### config.mk
export PLATFORM = sky130hd
export DESIGN_NAME = round_robin_slice_scheduler_core
export DESIGN_NICKNAME = d
export VERILOG_FILES = /design/src/hdl/rrss_pkg.sv /design/src/hdl/rrss_ram.sv /design/src/hdl/round_robin_slice_scheduler_core.sv
export SDC_FILE = /design/constraint.sdc
export NUM_CORES = 1
export LEC_CHECK = 0
export BUFFER_PORTS_ARGS = -buffer_cell sky130_fd_sc_hd__buf_2
export CAP_MARGIN = 25
export CORE_MARGIN = 2
export CORE_UTILIZATION = 45
export CTS_CLUSTER_DIAMETER = 80
export DETAILED_ROUTE_END_ITERATION = 10
export PLACE_DENSITY = 0.62
export SLEW_MARGIN = 0
export SYNTH_ARGS = -nofsm -noshare
export SYNTH_HDL_FRONTEND = slang
export SYNTH_SLANG_ARGS = --single-unit
### constraint.sdc
create_clock -name clock -period 6.5 [get_ports clock]
set_clock_uncertainty 0.05 [all_clocks]
set_input_delay 1.3 -clock clock [delete_from_list [all_inputs] [get_ports clock]]
set_output_delay 1.3 -clock clock [all_outputs]
set_load 0.01 [all_outputs]
### src/hdl/rrss_pkg.sv
package rrss_pkg;

   localparam int MAX_TASKS_DEF = 16;

   localparam int ID_W      = 8;
   localparam int ARR_W     = 16;
   localparam int BURST_W   = 16;
   localparam int QUANTUM_W = 16;
   localparam int TIME_W    = 21;

   localparam logic [TIME_W-1:0]    TIME_MAX      = 21'h1F_FFFF;
   localparam logic [QUANTUM_W-1:0] QUANTUM_RESET = 16'd4;

   localparam logic OP_LOAD = 1'b0;
   localparam logic OP_STEP = 1'b1;

   localparam int   CSR_ADDR_W  = 3;
   localparam int   CSR_DATA_W  = 32;
   localparam logic CSR_QUANTUM = 1'b0;

   localparam int REQ_DATA_W = 40;
   localparam int RSP_DATA_W = 72;

   typedef struct packed {
      logic [BURST_W-1:0] remaining;
      logic [ARR_W-1:0]   arrival;
      logic [ID_W-1:0]    ident;
   } task_type;

   typedef struct packed {
      logic               all_done;
      logic               task_finished;
      logic [BURST_W-1:0] remaining_after;
      logic [TIME_W-1:0]  slice_end;
      logic [TIME_W-1:0]  slice_start;
      logic [ID_W-1:0]    slice_task;
   } rsp_type;

endpackage

### src/hdl/rrss_ram.sv
module rrss_ram #(
   parameter int WIDTH = 8,
   parameter int DEPTH = 16,
   localparam int ADDR_W = (DEPTH > 1) ? $clog2(DEPTH) : 1
) (
   input  logic              clock,
   input  logic              wr_en,
   input  logic [ADDR_W-1:0] wr_addr,
   input  logic [WIDTH-1:0]  wr_data,
   input  logic [ADDR_W-1:0] rd_addr,
   output logic [WIDTH-1:0]  rd_data
);

   logic [WIDTH-1:0] mem_ff [DEPTH];
   logic [WIDTH-1:0] rd_data_ff;

   always_ff @(posedge clock) begin
      if (wr_en) begin
         mem_ff[wr_addr] <= wr_data;
      end
      rd_data_ff <= mem_ff[rd_addr];
   end

   assign rd_data = rd_data_ff;

endmodule

### src/hdl/round_robin_slice_scheduler_core.sv
// Channel   Dir  Handshake              Payload
// req       in   req_tvalid/req_tready  tuser: op; tdata: task_id, arrival_time, burst_time
// rsp       out  rsp_tvalid/rsp_tready  tuser: slice_valid; tdata: slice record
// csr       in   csr_psel/csr_penable   quantum at byte address 0
//
// A load writes its table entry straight from idle. A step walks the task table, which
// sits in one RAM with one read port, up to three times, one entry per cycle, and may also
// wait on rsp. Reset clears control state only; the table needs no clearing pass. A new
// item is taken while a result still waits on rsp; a finished step holds until the output
// register is free.
module round_robin_slice_scheduler_core #(
   parameter int MAX_TASKS = rrss_pkg::MAX_TASKS_DEF
) (
   input  logic                              clock,
   input  logic                              reset,
   input  logic                              req_tvalid,
   output logic                              req_tready,
   input  logic [rrss_pkg::REQ_DATA_W-1:0]   req_tdata,   // task_id, arrival_time, burst_time
   input  logic                              req_tuser,   // op
   output logic                              rsp_tvalid,
   input  logic                              rsp_tready,
   output logic [rrss_pkg::RSP_DATA_W-1:0]   rsp_tdata,   // slice_task, slice_start,
                                                          // slice_end, remaining_after,
                                                          // task_finished, all_done
   output logic                              rsp_tuser,   // slice_valid
   input  logic                              csr_psel,
   input  logic                              csr_penable,
   input  logic                              csr_pwrite,
   input  logic [rrss_pkg::CSR_ADDR_W-1:0]   csr_paddr,
   input  logic [rrss_pkg::CSR_DATA_W-1:0]   csr_pwdata,
   output logic [rrss_pkg::CSR_DATA_W-1:0]   csr_prdata,
   output logic                              csr_pready
);
   import rrss_pkg::*;

   localparam int IW = $clog2(MAX_TASKS);
   localparam int CW = $clog2(MAX_TASKS + 1);
   localparam logic [CW-1:0] FULL    = CW'(MAX_TASKS);
   localparam logic [IW-1:0] LAST_IX = IW'(MAX_TASKS - 1);

   typedef enum logic [5:0] {
      ST_IDLE = 6'b000001,
      ST_SCAN = 6'b000010,
      ST_POP  = 6'b000100,
      ST_SLOT = 6'b001000,
      ST_RUN  = 6'b010000,
      ST_EMIT = 6'b100000
   } state_type;

   typedef enum logic [2:0] {
      PASS_FIRST  = 3'b001,
      PASS_SECOND = 3'b010,
      PASS_AFTER  = 3'b100
   } pass_type;

   state_type            state_ff, state_in;
   pass_type             pass_ff, pass_in;
   logic [CW-1:0]        issue_ff, issue_in;
   logic                 scan_vld_ff, scan_vld_in;
   logic [IW-1:0]        scan_slot_ff, scan_slot_in;
   logic                 found_ff, found_in;
   logic [ARR_W-1:0]     earliest_ff, earliest_in;
   logic [TIME_W-1:0]    now_ff, now_in;
   logic [CW-1:0]        task_count_ff, task_count_in;
   logic [IW-1:0]        head_ff, head_in;
   logic [IW-1:0]        tail_ff, tail_in;
   logic [CW-1:0]        rcount_ff, rcount_in;
   logic [MAX_TASKS-1:0] pending_ff, pending_in;
   logic [IW-1:0]        slot_ff, slot_in;
   logic [QUANTUM_W-1:0] quantum_ff, quantum_in;
   rsp_type              res_ff, res_in;
   logic                 res_valid_ff, res_valid_in;
   rsp_type              out_ff, out_in;
   logic                 out_user_ff, out_user_in;
   logic                 rsp_valid_ff, rsp_valid_in;

   logic                 task_we;
   logic [IW-1:0]        task_waddr;
   task_type             task_wdata;
   logic [IW-1:0]        task_raddr;
   task_type             task_rdata;
   logic                 fifo_we;
   logic [IW-1:0]        fifo_wdata;
   logic [IW-1:0]        fifo_rdata;

   logic                 req_fire;
   logic                 csr_write;
   logic                 issue_more;
   logic                 scan_done;
   logic                 admit;
   logic                 later;
   logic                 out_free;
   logic [BURST_W-1:0]   run_len;
   logic [TIME_W:0]      end_sum;
   logic [TIME_W-1:0]    end_time;
   logic [BURST_W-1:0]   rem_new;
   logic [IW-1:0]        head_next;
   logic [IW-1:0]        tail_next;

   rrss_ram #(
      .WIDTH ($bits(task_type)),
      .DEPTH (MAX_TASKS)
   ) u_task_ram (
      .clock   (clock),
      .wr_en   (task_we),
      .wr_addr (task_waddr),
      .wr_data (task_wdata),
      .rd_addr (task_raddr),
      .rd_data (task_rdata)
   );

   rrss_ram #(
      .WIDTH (IW),
      .DEPTH (MAX_TASKS)
   ) u_fifo_ram (
      .clock   (clock),
      .wr_en   (fifo_we),
      .wr_addr (tail_ff),
      .wr_data (fifo_wdata),
      .rd_addr (head_ff),
      .rd_data (fifo_rdata)
   );

   assign req_tready = (state_ff == ST_IDLE);
   assign req_fire   = req_tvalid && req_tready;
   assign csr_pready = 1'b1;
   assign csr_write  = csr_psel && csr_penable && csr_pwrite && csr_pready;
   assign csr_prdata = (csr_paddr[2] == CSR_QUANTUM) ?
                       CSR_DATA_W'(quantum_ff) : '0;

   assign rsp_tvalid = rsp_valid_ff;
   assign rsp_tdata  = RSP_DATA_W'(out_ff);
   assign rsp_tuser  = out_user_ff;
   assign out_free   = !rsp_valid_ff || rsp_tready;

   assign issue_more = (issue_ff < task_count_ff);
   assign scan_done  = (state_ff == ST_SCAN) && !issue_more && !scan_vld_ff;
   assign admit      = scan_vld_ff && pending_ff[scan_slot_ff] &&
                       (TIME_W'(task_rdata.arrival) <= now_ff);
   assign later      = scan_vld_ff && pending_ff[scan_slot_ff] && !admit;

   assign run_len  = (task_rdata.remaining < quantum_ff) ? task_rdata.remaining : quantum_ff;
   assign end_sum  = {1'b0, now_ff} + (TIME_W + 1)'(run_len);
   assign end_time = (end_sum > (TIME_W + 1)'(TIME_MAX)) ? TIME_MAX : end_sum[TIME_W-1:0];
   assign rem_new  = task_rdata.remaining - run_len;

   assign head_next = (head_ff == LAST_IX) ? '0 : head_ff + 1'b1;
   assign tail_next = (tail_ff == LAST_IX) ? '0 : tail_ff + 1'b1;

   assign task_raddr = (state_ff == ST_SLOT) ? fifo_rdata : issue_ff[IW-1:0];

   always_comb begin
      state_in      = state_ff;
      pass_in       = pass_ff;
      issue_in      = issue_ff;
      scan_vld_in   = 1'b0;
      scan_slot_in  = issue_ff[IW-1:0];
      found_in      = found_ff;
      earliest_in   = earliest_ff;
      now_in        = now_ff;
      task_count_in = task_count_ff;
      head_in       = head_ff;
      tail_in       = tail_ff;
      rcount_in     = rcount_ff;
      pending_in    = pending_ff;
      slot_in       = slot_ff;
      quantum_in    = quantum_ff;
      res_in        = res_ff;
      res_valid_in  = res_valid_ff;
      out_in        = out_ff;
      out_user_in   = out_user_ff;
      rsp_valid_in  = rsp_valid_ff && !rsp_tready;
      task_we       = 1'b0;
      task_waddr    = task_count_ff[IW-1:0];
      task_wdata    = '{remaining: req_tdata[39:24],
                        arrival:   req_tdata[23:8],
                        ident:     req_tdata[7:0]};
      fifo_we       = 1'b0;
      fifo_wdata    = scan_slot_ff;

      if (csr_write && csr_paddr[2] == CSR_QUANTUM) begin
         quantum_in = csr_pwdata[QUANTUM_W-1:0];
      end

      unique case (state_ff)
         ST_IDLE: begin
            if (req_fire) begin
               if (req_tuser == OP_LOAD) begin
                  if (task_count_ff != FULL) begin
                     task_we       = 1'b1;
                     pending_in[task_count_ff[IW-1:0]] = 1'b1;
                     task_count_in = task_count_ff + 1'b1;
                  end
               end else begin
                  state_in = ST_SCAN;
                  pass_in  = PASS_FIRST;
                  issue_in = '0;
                  found_in = 1'b0;
               end
            end
         end
         ST_SCAN: begin
            if (issue_more) begin
               scan_vld_in = 1'b1;
               issue_in    = issue_ff + 1'b1;
            end
            if (admit) begin
               pending_in[scan_slot_ff] = 1'b0;
               if (rcount_ff != FULL) begin
                  fifo_we   = 1'b1;
                  tail_in   = tail_next;
                  rcount_in = rcount_ff + 1'b1;
               end
            end
            if (later && (!found_ff || task_rdata.arrival < earliest_ff)) begin
               found_in    = 1'b1;
               earliest_in = task_rdata.arrival;
            end
            if (scan_done) begin
               priority if (pass_ff == PASS_AFTER) begin
                  if (!res_ff.task_finished && rcount_ff != FULL) begin
                     fifo_we    = 1'b1;
                     fifo_wdata = slot_ff;
                     tail_in    = tail_next;
                     rcount_in  = rcount_ff + 1'b1;
                  end
                  res_in.all_done = !found_ff && (rcount_ff == '0) && res_ff.task_finished;
                  state_in        = ST_EMIT;
               end else if (rcount_ff != '0) begin
                  state_in = ST_POP;
               end else if (pass_ff == PASS_FIRST && found_ff) begin
                  now_in   = TIME_W'(earliest_ff);
                  pass_in  = PASS_SECOND;
                  issue_in = '0;
                  found_in = 1'b0;
               end else begin
                  res_in          = '0;
                  res_in.all_done = 1'b1;
                  res_valid_in    = 1'b0;
                  state_in        = ST_EMIT;
               end
            end
         end
         ST_POP: begin
            head_in   = head_next;
            rcount_in = rcount_ff - 1'b1;
            state_in  = ST_SLOT;
         end
         ST_SLOT: begin
            slot_in  = fifo_rdata;
            state_in = ST_RUN;
         end
         ST_RUN: begin
            task_we    = 1'b1;
            task_waddr = slot_ff;
            task_wdata = '{remaining: rem_new,
                           arrival:   task_rdata.arrival,
                           ident:     task_rdata.ident};
            res_in.slice_task      = task_rdata.ident;
            res_in.slice_start     = now_ff;
            res_in.slice_end       = end_time;
            res_in.remaining_after = rem_new;
            res_in.task_finished   = (rem_new == '0);
            res_in.all_done        = 1'b0;
            res_valid_in           = 1'b1;
            now_in                 = end_time;
            pass_in                = PASS_AFTER;
            issue_in               = '0;
            found_in               = 1'b0;
            state_in               = ST_SCAN;
         end
         ST_EMIT: begin
            if (out_free) begin
               out_in       = res_ff;
               out_user_in  = res_valid_ff;
               rsp_valid_in = 1'b1;
               state_in     = ST_IDLE;
            end
         end
         default: begin
            state_in = ST_IDLE;
         end
      endcase
   end

   always_ff @(posedge clock) begin
      if (reset) begin
         state_ff      <= ST_IDLE;
         pass_ff       <= PASS_FIRST;
         issue_ff      <= '0;
         scan_vld_ff   <= 1'b0;
         found_ff      <= 1'b0;
         now_ff        <= '0;
         task_count_ff <= '0;
         head_ff       <= '0;
         tail_ff       <= '0;
         rcount_ff     <= '0;
         pending_ff    <= '0;
         quantum_ff    <= QUANTUM_RESET;
         rsp_valid_ff  <= 1'b0;
      end else begin
         state_ff      <= state_in;
         pass_ff       <= pass_in;
         issue_ff      <= issue_in;
         scan_vld_ff   <= scan_vld_in;
         found_ff      <= found_in;
         now_ff        <= now_in;
         task_count_ff <= task_count_in;
         head_ff       <= head_in;
         tail_ff       <= tail_in;
         rcount_ff     <= rcount_in;
         pending_ff    <= pending_in;
         quantum_ff    <= quantum_in;
         rsp_valid_ff  <= rsp_valid_in;
      end
   end

   always_ff @(posedge clock) begin
      scan_slot_ff <= scan_slot_in;
      earliest_ff  <= earliest_in;
      slot_ff      <= slot_in;
      res_ff       <= res_in;
      res_valid_ff <= res_valid_in;
      out_ff       <= out_in;
      out_user_ff  <= out_user_in;
   end

   a_ready_le_tasks: assert property (@(posedge clock) disable iff (reset)
      rcount_ff <= task_count_ff)
      else $error("ready queue holds more items than loaded tasks");

   a_queue_empty_ptrs: assert property (@(posedge clock) disable iff (reset)
      (rcount_ff == '0) |-> (head_ff == tail_ff))
      else $error("empty ready queue with head and tail apart");

   a_rsp_from_emit: assert property (@(posedge clock) disable iff (reset)
      $rose(rsp_valid_ff) |-> $past(state_ff == ST_EMIT))
      else $error("result raised outside emit");

   a_scan_only: assert property (@(posedge clock) disable iff (reset)
      scan_vld_ff |-> (state_ff == ST_SCAN))
      else $error("table read in flight outside scan");

   a_load_steady_time: assert property (@(posedge clock) disable iff (reset)
      (req_fire && req_tuser == OP_LOAD) |=> $stable(now_ff))
      else $error("load changed the current time");

endmodule

==> results of run 1 <==
## cell usage after synthesis (90+ instances only)
library cell / count
sky130_fd_sc_hd__nor2_1: 161
sky130_fd_sc_hd__edfxtp_1: 862
sky130_fd_sc_hd__a211oi_1: 211
sky130_fd_sc_hd__ha_1: 95
sky130_fd_sc_hd__dfxtp_1: 136
sky130_fd_sc_hd__a21oi_1: 174
sky130_fd_sc_hd__a311oi_1: 99
sky130_fd_sc_hd__and2_0: 105
sky130_fd_sc_hd__a31oi_1: 104
sky130_fd_sc_hd__nand2_1: 465
sky130_fd_sc_hd__inv_1: 90
sky130_fd_sc_hd__clkbuf_1: 120
## report_power, final
| group | switching [mW] | leakage, nW | internal, mW |
|---|---|---|---|
| combinational | 1.21 | 5.64 | 0.666 |
| sequential | 0.158 | 8.89 | 7.21 |
| clock | 2.41 | 1.62 | 3.38 |
## sequential cells by signal, summed over array words and instances (netlist names), 5 cells and up
signal / flops
earliest_ff: 16
issue_ff: 5
now_ff: 21
pending_ff: 16
quantum_ff: 16
rcount_ff: 5
res_ff: 68
rsp_tdata: 68
state_ff: 6
task_count_ff: 5
u_fifo_ram.mem_ff: 64
u_task_ram.mem_ff: 640
u_task_ram.rd_data: 40
## cells by family after synthesis
| family | after synthesis |
|---|---|
| flip-flops | 998 |
| adder cells (fa/ha/maj) | 97 |
| XOR/XNOR | 38 |
| multiplexers | 67 |
| buffers and inverters | 302 |
| AO/OA/AOI/OAI | 737 |
| AND/OR/NAND/NOR | 951 |
| other | 2 |
## per-stage QoR
| stage | setup slack [ns] | cell area [um^2] |
|---|---|---|
| after floorplan | 1.44 | 42100 |
| after global placement | 0.993 | 44100 |
| after detailed placement | 0.974 | 44100 |
| after CTS | 0.925 | 47400 |
| after global routing | 0.605 | 47500 |
| final | 0.930 | 47500 |
## metal layers
metal | vias to the layer above | part of all wire, % | global-route usage [%]
met5 | - | 0.011 | 0
met4 | 2 | 3.3 | 8.12
met3 | 165 | 5.5 | 2.99
met2 | 769 | 48 | 34.9
met1 | 12700 | 43 | 29.0
li1 | 12200 | - | -
## layout make-up
| class | instances | area, um^2 |
|---|---|---|
| Tap cell | 1254 | 1570 |
| Sequential cell | 998 | 28600 |
| Timing Repair Buffer | 199 | 1300 |
| Inverter | 90 | 338 |
| Clock inverter | 63 | 667 |
| Multi-Input combinational cell | 1911 | 12300 |
| Clock buffer | 122 | 2650 |
| Fill cell | 7831 | 45400 |
## path summary, 6_finish.rpt
check        depth (start not counted)  slack (ns)                                 end                       start
max                                 18        0.93  u_task_ram.mem_ff[4][39]$_DFFE_PP_  quantum_ff[5]$_SDFFE_PP0P_
min                                  0        0.37             rsp_tdata[17]$_DFFE_PP_    res_ff[17]$_SDFFCE_PN0P_
max reg2reg                         18        0.93  u_task_ram.mem_ff[4][39]$_DFFE_PP_  quantum_ff[5]$_SDFFE_PP0P_
min reg2reg                          0        0.37             rsp_tdata[17]$_DFFE_PP_    res_ff[17]$_SDFFCE_PN0P_
## critical path, cell delays in order (launching register included)
cell and delay, ns:
sky130_fd_sc_hd__dfxtp_1 0.37, sky130_fd_sc_hd__inv_1 0.09, sky130_fd_sc_hd__ha_1 0.33, sky130_fd_sc_hd__and4_1 0.20
sky130_fd_sc_hd__a2111oi_0 0.34, sky130_fd_sc_hd__o21ai_0 0.22, sky130_fd_sc_hd__a221o_1 0.45, sky130_fd_sc_hd__buf_4 0.25
sky130_fd_sc_hd__mux2_2 0.32, sky130_fd_sc_hd__inv_1 0.06, sky130_fd_sc_hd__ha_1 0.32, sky130_fd_sc_hd__o21a_1 0.12
sky130_fd_sc_hd__o31a_1 0.14, sky130_fd_sc_hd__o41ai_2 0.36, sky130_fd_sc_hd__a21oi_1 0.26, sky130_fd_sc_hd__a211oi_1 0.30
sky130_fd_sc_hd__xor2_1 0.61, sky130_fd_sc_hd__nor2_1 0.12, sky130_fd_sc_hd__a21o_1 0.33
==> impl_summary.txt, run 1 <==
----------------------------------------------------
[Floorplanning]
  Ports placed on the boundary ... 191
  Initial Util ... 45.2%
  Y dimension of the die ... 309 um
  Area of the die ... 95,800 um^2
  Die X ... 309 um
  Core area ... 92,900 um^2
  Site Rows ... 112

[Placed design]
  Port bufs ... 151
  Final weighted congestion in routability-driven placement ... 0.858
  Detail Placement HPWL ... 60,000 um
  # placed instances ... 4,451

[Yosys]
  Yosys top cell by area ... sky130_fd_sc_hd__edfxtp_1
  Portion of synthesized cell area occupied by the leading cell type ... 61.6%
  Post-synthesis cell area ... 42,000 um^2
  Yosys cell types ... 79
  Area fraction in compound gates after synthesis ... 12.1%
  Multiplexer share of the synthesized area ... 2.38%
  Syn Area/Cell ... 13.2 um^2
  Yosys warning total ... 0
  Largest family of logic cells by synthesized area ... compound AO/OA/AOI/OAI gates
  Cell types occupying the most area after synthesis ... sky130_fd_sc_hd__edfxtp_1 (62%), sky130_fd_sc_hd__dfxtp_1 (6.5%), sky130_fd_sc_hd__nand2_1 (4.2%)
  Synthesized-area fraction occupied by adder cells ... 2.93%
  Ys flop type ... sky130_fd_sc_hd__edfxtp_1
  Area share of and/or/nand/nor cells after synthesis ... 10.6%
  Gate count of the mapped netlist ... 3,192
  Number of synthesized flops with an enable pin ... 862
  Synth async-reset ratio ... 0%
  Xor and xnor fraction of the mapped netlist area ... 0.793%
  Share of synthesized area occupied by flip-flops and latches ... 68.1%
  Flops & latches, synth ... 998

[Layout]
  Area growth, synth to finish ... 13.0%
  Final core utilization ... 51.1%
  Antenna fix cells ... 0
  Number of nets in the layout ... 3,480
  Leading cell types in the layout, fill and taps excluded ... sky130_fd_sc_hd__edfxtp_1 (862), sky130_fd_sc_hd__nand2_1 (463), sky130_fd_sc_hd__a211oi_1 (211)
  Final standard cell count with taps included and fillers excluded ... 4,637
  Share of post-route cells with drive strength above 1 ... 12.7%
  Most common cell after layout, fill and taps aside ... sky130_fd_sc_hd__edfxtp_1

[Clock tree]
  Clock transition at path regs ... 0.06 ns
  CTS tree ... built
  Post-CTS sizing ... 0
  Post-CTS Setup Inserts ... 0
  Root Buffer ... sky130_fd_sc_hd__clkbuf_16
  Total clock sinks ... 998
  TritonCTS Buffers ... 100
  Maximum count of clock buffers along a single path ... 3
  CTS hold repair buffers ... 0
  Later-pin clock latency in the skew report ... 0.68 ns
  H-tree depth ... 3

[GRT]
  Largest net degree at the start of global routing ... 225
  Overflow left after global routing ... 0
  Number of antenna violations at the first check in global routing ... 3
  Via count of the first global-routing pass ... 24,500
  Global-route wire length before repair ... 153,000 um
  GRT Resource Usage Total ... 21.3%

[Detailed routing]
  Number of search-and-repair iterations in the first detailed-routing pass ... 6
  Routed wire length per instance ... 22.2 um
  DRC errors left ... 0
  Antenna violation net count after detailed routing ... 0
  Via density per instance ... 5.58
  Vias after detailed routing ... 25,900
  Starting DRT DRC Count ... 2,247
  Post-Route WL ... 103,000 um

[Critical path]
  Startpoint type of the worst setup path ... flop
  Critical Path AT ... 5.87 ns
  Worst-path fanout max ... 16
  Type of the worst setup path ... flop to flop
  Worst Path Required ... 6.80 ns
  Sort of element at the end of the critical path ... flop

[STA]
  Final Slew Violations ... 0
  Endpoints failing setup ... 0
  Ratio of final minimum period to clock period ... 85.7%
  Slew @ Worst Pin ... 1.14 ns
  F_max ... 180 MHz
  Setup TNS ... 0 ns
  Worst hold margin ... 0.366 ns
  Tightest slew margin relative to the limit ... 23.7%
  Count of endpoints failing hold in the final timing report ... 0
  Min cycle time layout ... 5.57 ns
  Setup repair after global routing missed its margin ... false

[Power]
  Leak pwr ... 16.1 nW
  Power density relative to cell area ... 317 nW/um^2
  Total power ... 15.0 mW
  VDD IR-drop max ... 0.184 mV

[Run]
  Maximum Capacitance Violations ... 0

[Min path]
  Min-delay worst type ... flop to flop

[Status]
  Status ... finished, final reports clean

----------------------------------------------------
(Power assumes the default switching activity.)
==> run 2, diff against run 1 <==
--- a/config.mk
+++ b/config.mk
@@ -8,10 +8,11 @@
 export BUFFER_PORTS_ARGS = -buffer_cell sky130_fd_sc_hd__buf_2
 export CAP_MARGIN = 25
 export CORE_MARGIN = 2
-export CORE_UTILIZATION = 45
+export CORE_UTILIZATION = 25
 export CTS_CLUSTER_DIAMETER = 80
+export CTS_CLUSTER_SIZE = 28
 export DETAILED_ROUTE_END_ITERATION = 10
-export PLACE_DENSITY = 0.62
+export PLACE_DENSITY = 0.4
 export SLEW_MARGIN = 0
 export SYNTH_ARGS = -nofsm -noshare
 export SYNTH_HDL_FRONTEND = slang
==> impl_summary.txt, run 2 (synthesis results as in run 1) <==
----------------------------------------------------
[Detailed routing]
  Post-Route WL ... 125,000 um
  Number of search-and-repair iterations in the first detailed-routing pass ... 5
  Starting DRT DRC Count ... 1,798
  Vias after detailed routing ... 25,600
  DRC errors left ... 0
  Routed wire length per instance ... 22.6 um
  Antenna violation net count after detailed routing ... 0
  Via density per instance ... 4.63

[Status]
  Status ... finished, final reports clean

[Critical path]
  Worst-path fanout max ... 16
  Slowest cell on crit path ... sky130_fd_sc_hd__xor2_1
  Depth of the worst register-to-register path ... 18
  Sort of element at the end of the critical path ... flop
  Worst Path Required ... 6.82 ns
  Number of gates on the worst path with buffers counted ... 18
  Cell type group with the largest total delay on the critical path ... compound AO/OA/AOI/OAI gates
  Critical Path AT ... 5.90 ns
  Type of the worst setup path ... flop to flop
  Stage delay of the slowest cell on the critical path ... 0.67 ns
  Buffering stage count on the worst path with inverters included ... 3
  Cell Chain, Critical Path ... inv_1, ha_1, or4_1, o21ai_0, a21oi_1, a221o_1, buf_4, mux2_2, inv_1, ha_1, o21a_1, o31a_1, o41ai_2, a21oi_1, a211oi_1, xor2_1, nor2_1, a21o_1
  Startpoint type of the worst setup path ... flop

[Placed design]
  Detail Placement HPWL ... 76,000 um
  Placement Setup Slack ... 0.935 ns
  Final weighted congestion in routability-driven placement ... 0.778
  Total placed instance area ... 45,400 um^2
  Port bufs ... 151

[STA]
  Tightest slew margin relative to the limit ... 24.7%
  Min cycle time layout ... 5.58 ns
  Setup repair after global routing missed its margin ... false
  F_max ... 179 MHz
  Count of endpoints failing hold in the final timing report ... 0
  Final Slew Violations ... 0
  Setup TNS ... 0 ns
  Post-route setup slack ... 0.917 ns
  Ratio of final minimum period to clock period ... 85.9%
  Endpoints failing setup ... 0
  Slew @ Worst Pin ... 1.13 ns

[GRT]
  Overflow left after global routing ... 0
  GRT Resource Usage Total ... 14.3%
  Via count of the first global-routing pass ... 24,900
  Number of antenna violations at the first check in global routing ... 9
  Global-route wire length before repair ... 179,000 um
  Largest net degree at the start of global routing ... 197

[Layout]
  Final core utilization ... 28.4%
  Final non-filler cell area ... 47,500 um^2
  Leading cell types in the layout, fill and taps excluded ... sky130_fd_sc_hd__edfxtp_1 (862), sky130_fd_sc_hd__nand2_1 (463), sky130_fd_sc_hd__a211oi_1 (211)
  Largest Register ... u_task_ram.mem_ff
  Share of post-route cells with drive strength above 1 ... 11.8%
  Area growth, synth to finish ... 13.0%
  Flip-flop count of the largest register after layout ... 640
  Most common cell after layout, fill and taps aside ... sky130_fd_sc_hd__edfxtp_1
  Number of nets in the layout ... 3,453

[Power]
  Total internal power ... 9.86 mW
  Portion of total power attributed to combinational logic ... 14.3%
  Sequential group share of total power ... 53.9%
  Switching power ... 3.84 mW
  Fraction of power spent switching nets ... 28.0%
  Relative contribution of the clock network to total power ... 31.8%
  Total power ... 13.7 mW
  VDD IR-drop max ... 0.213 mV
  Leak pwr ... 15.6 nW
  Power density relative to cell area ... 289 nW/um^2

[Clock tree]
  Total clock sinks ... 998
  CTS tree ... built
  Post-CTS Setup Inserts ... 0
  TritonCTS Buffers ... 56
  Post-CTS sizing ... 0
  Root Buffer ... sky130_fd_sc_hd__clkbuf_16
  Clock transition at path regs ... 0.10 ns
  Later-pin clock latency in the skew report ... 0.70 ns
  Maximum count of clock buffers along a single path ... 3
  CTS hold repair buffers ... 0
  H-tree depth ... 2

[Floorplanning]
  Initial Util ... 25.1%
  Core area ... 167,000 um^2
  Y dimension of the die ... 414 um
  Site Rows ... 150
  Die X ... 414 um
  Ports placed on the boundary ... 191
  Area of the die ... 171,000 um^2

[Min path]
  Min-delay worst type ... flop to flop
  Hold Crit Depth ... 0

[Run]
  Maximum Capacitance Violations ... 0

----------------------------------------------------
[run 2: path summary, 6_finish.rpt]
check                                            startpoint                            endpoint  slack [ns]
worst max-delay path            quantum_ff[12]$_SDFFE_PP0P_  u_task_ram.mem_ff[0][39]$_DFFE_PP_        0.92
worst min-delay path                res_ff[1]$_SDFFCE_PN0P_              rsp_tdata[1]$_DFFE_PP_        0.37
worst max register to register  quantum_ff[12]$_SDFFE_PP0P_  u_task_ram.mem_ff[0][39]$_DFFE_PP_        0.92
worst min register to register      res_ff[1]$_SDFFCE_PN0P_              rsp_tdata[1]$_DFFE_PP_        0.37
[run 2: per-layer routing]
layer | vias up | global-route usage [%] | routed length [um]
li1 | 12100 | - | -
met1 | 13000 | 19.8 | 57800
met2 | 456 | 23.8 | 59900
met3 | 112 | 1.74 | 4440
met4 | 2 | 3.20 | 2650
met5 | - | 0 | 13
[run 2: power groups by stage]
| stage | sequential, mW | combinational [mW] | clock (mW) |
|---|---|---|---|
| 5_1_grt | 7.41 | 2.19 | 4.72 |
| 6_report | 7.38 | 1.96 | 4.36 |
| 3_5_place_dp | 7.53 | 1.98 | 0 |
| 4_1_cts | 7.38 | 2.00 | 4.53 |
| 3_3_place_gp | 7.53 | 1.99 | 0 |
| 2_1_floorplan | 7.46 | 1.26 | 0 |
[run 2: per-stage QoR]
stage / hold slack (ns) / cells
floorplan: 0.341 / 3211
CTS: 0.365 / 5521
global route: 0.372 / 5523
global placement: 0.352 / 5412
detailed placement: 0.355 / 5418
finish: 0.367 / 5526
[run 2: cell type report]
class                           count  area [um^2]
Fill cell                       17100       120000
Sequential cell                   998        28600
Multi-Input combinational cell   1911        12300
Tap cell                         2204         2760
Clock buffer                       67         1470
Timing Repair Buffer              216         1380
Clock inverter                     36          559
Inverter                           90          339
Antenna cell                        4         10.0
[run 2: worst register-to-register path: cells and delay by family, from the launching register on]
family	cells	cell delay, ns
and+or+nand+nor	2	0.65
buffers and inverters	3	0.40
xor gates and xnor gates	1	0.67
AOI/OAI and AO/OA	9	2.19
DFF	1	0.36
muxes	1	0.33
adders and majority gates	2	0.61
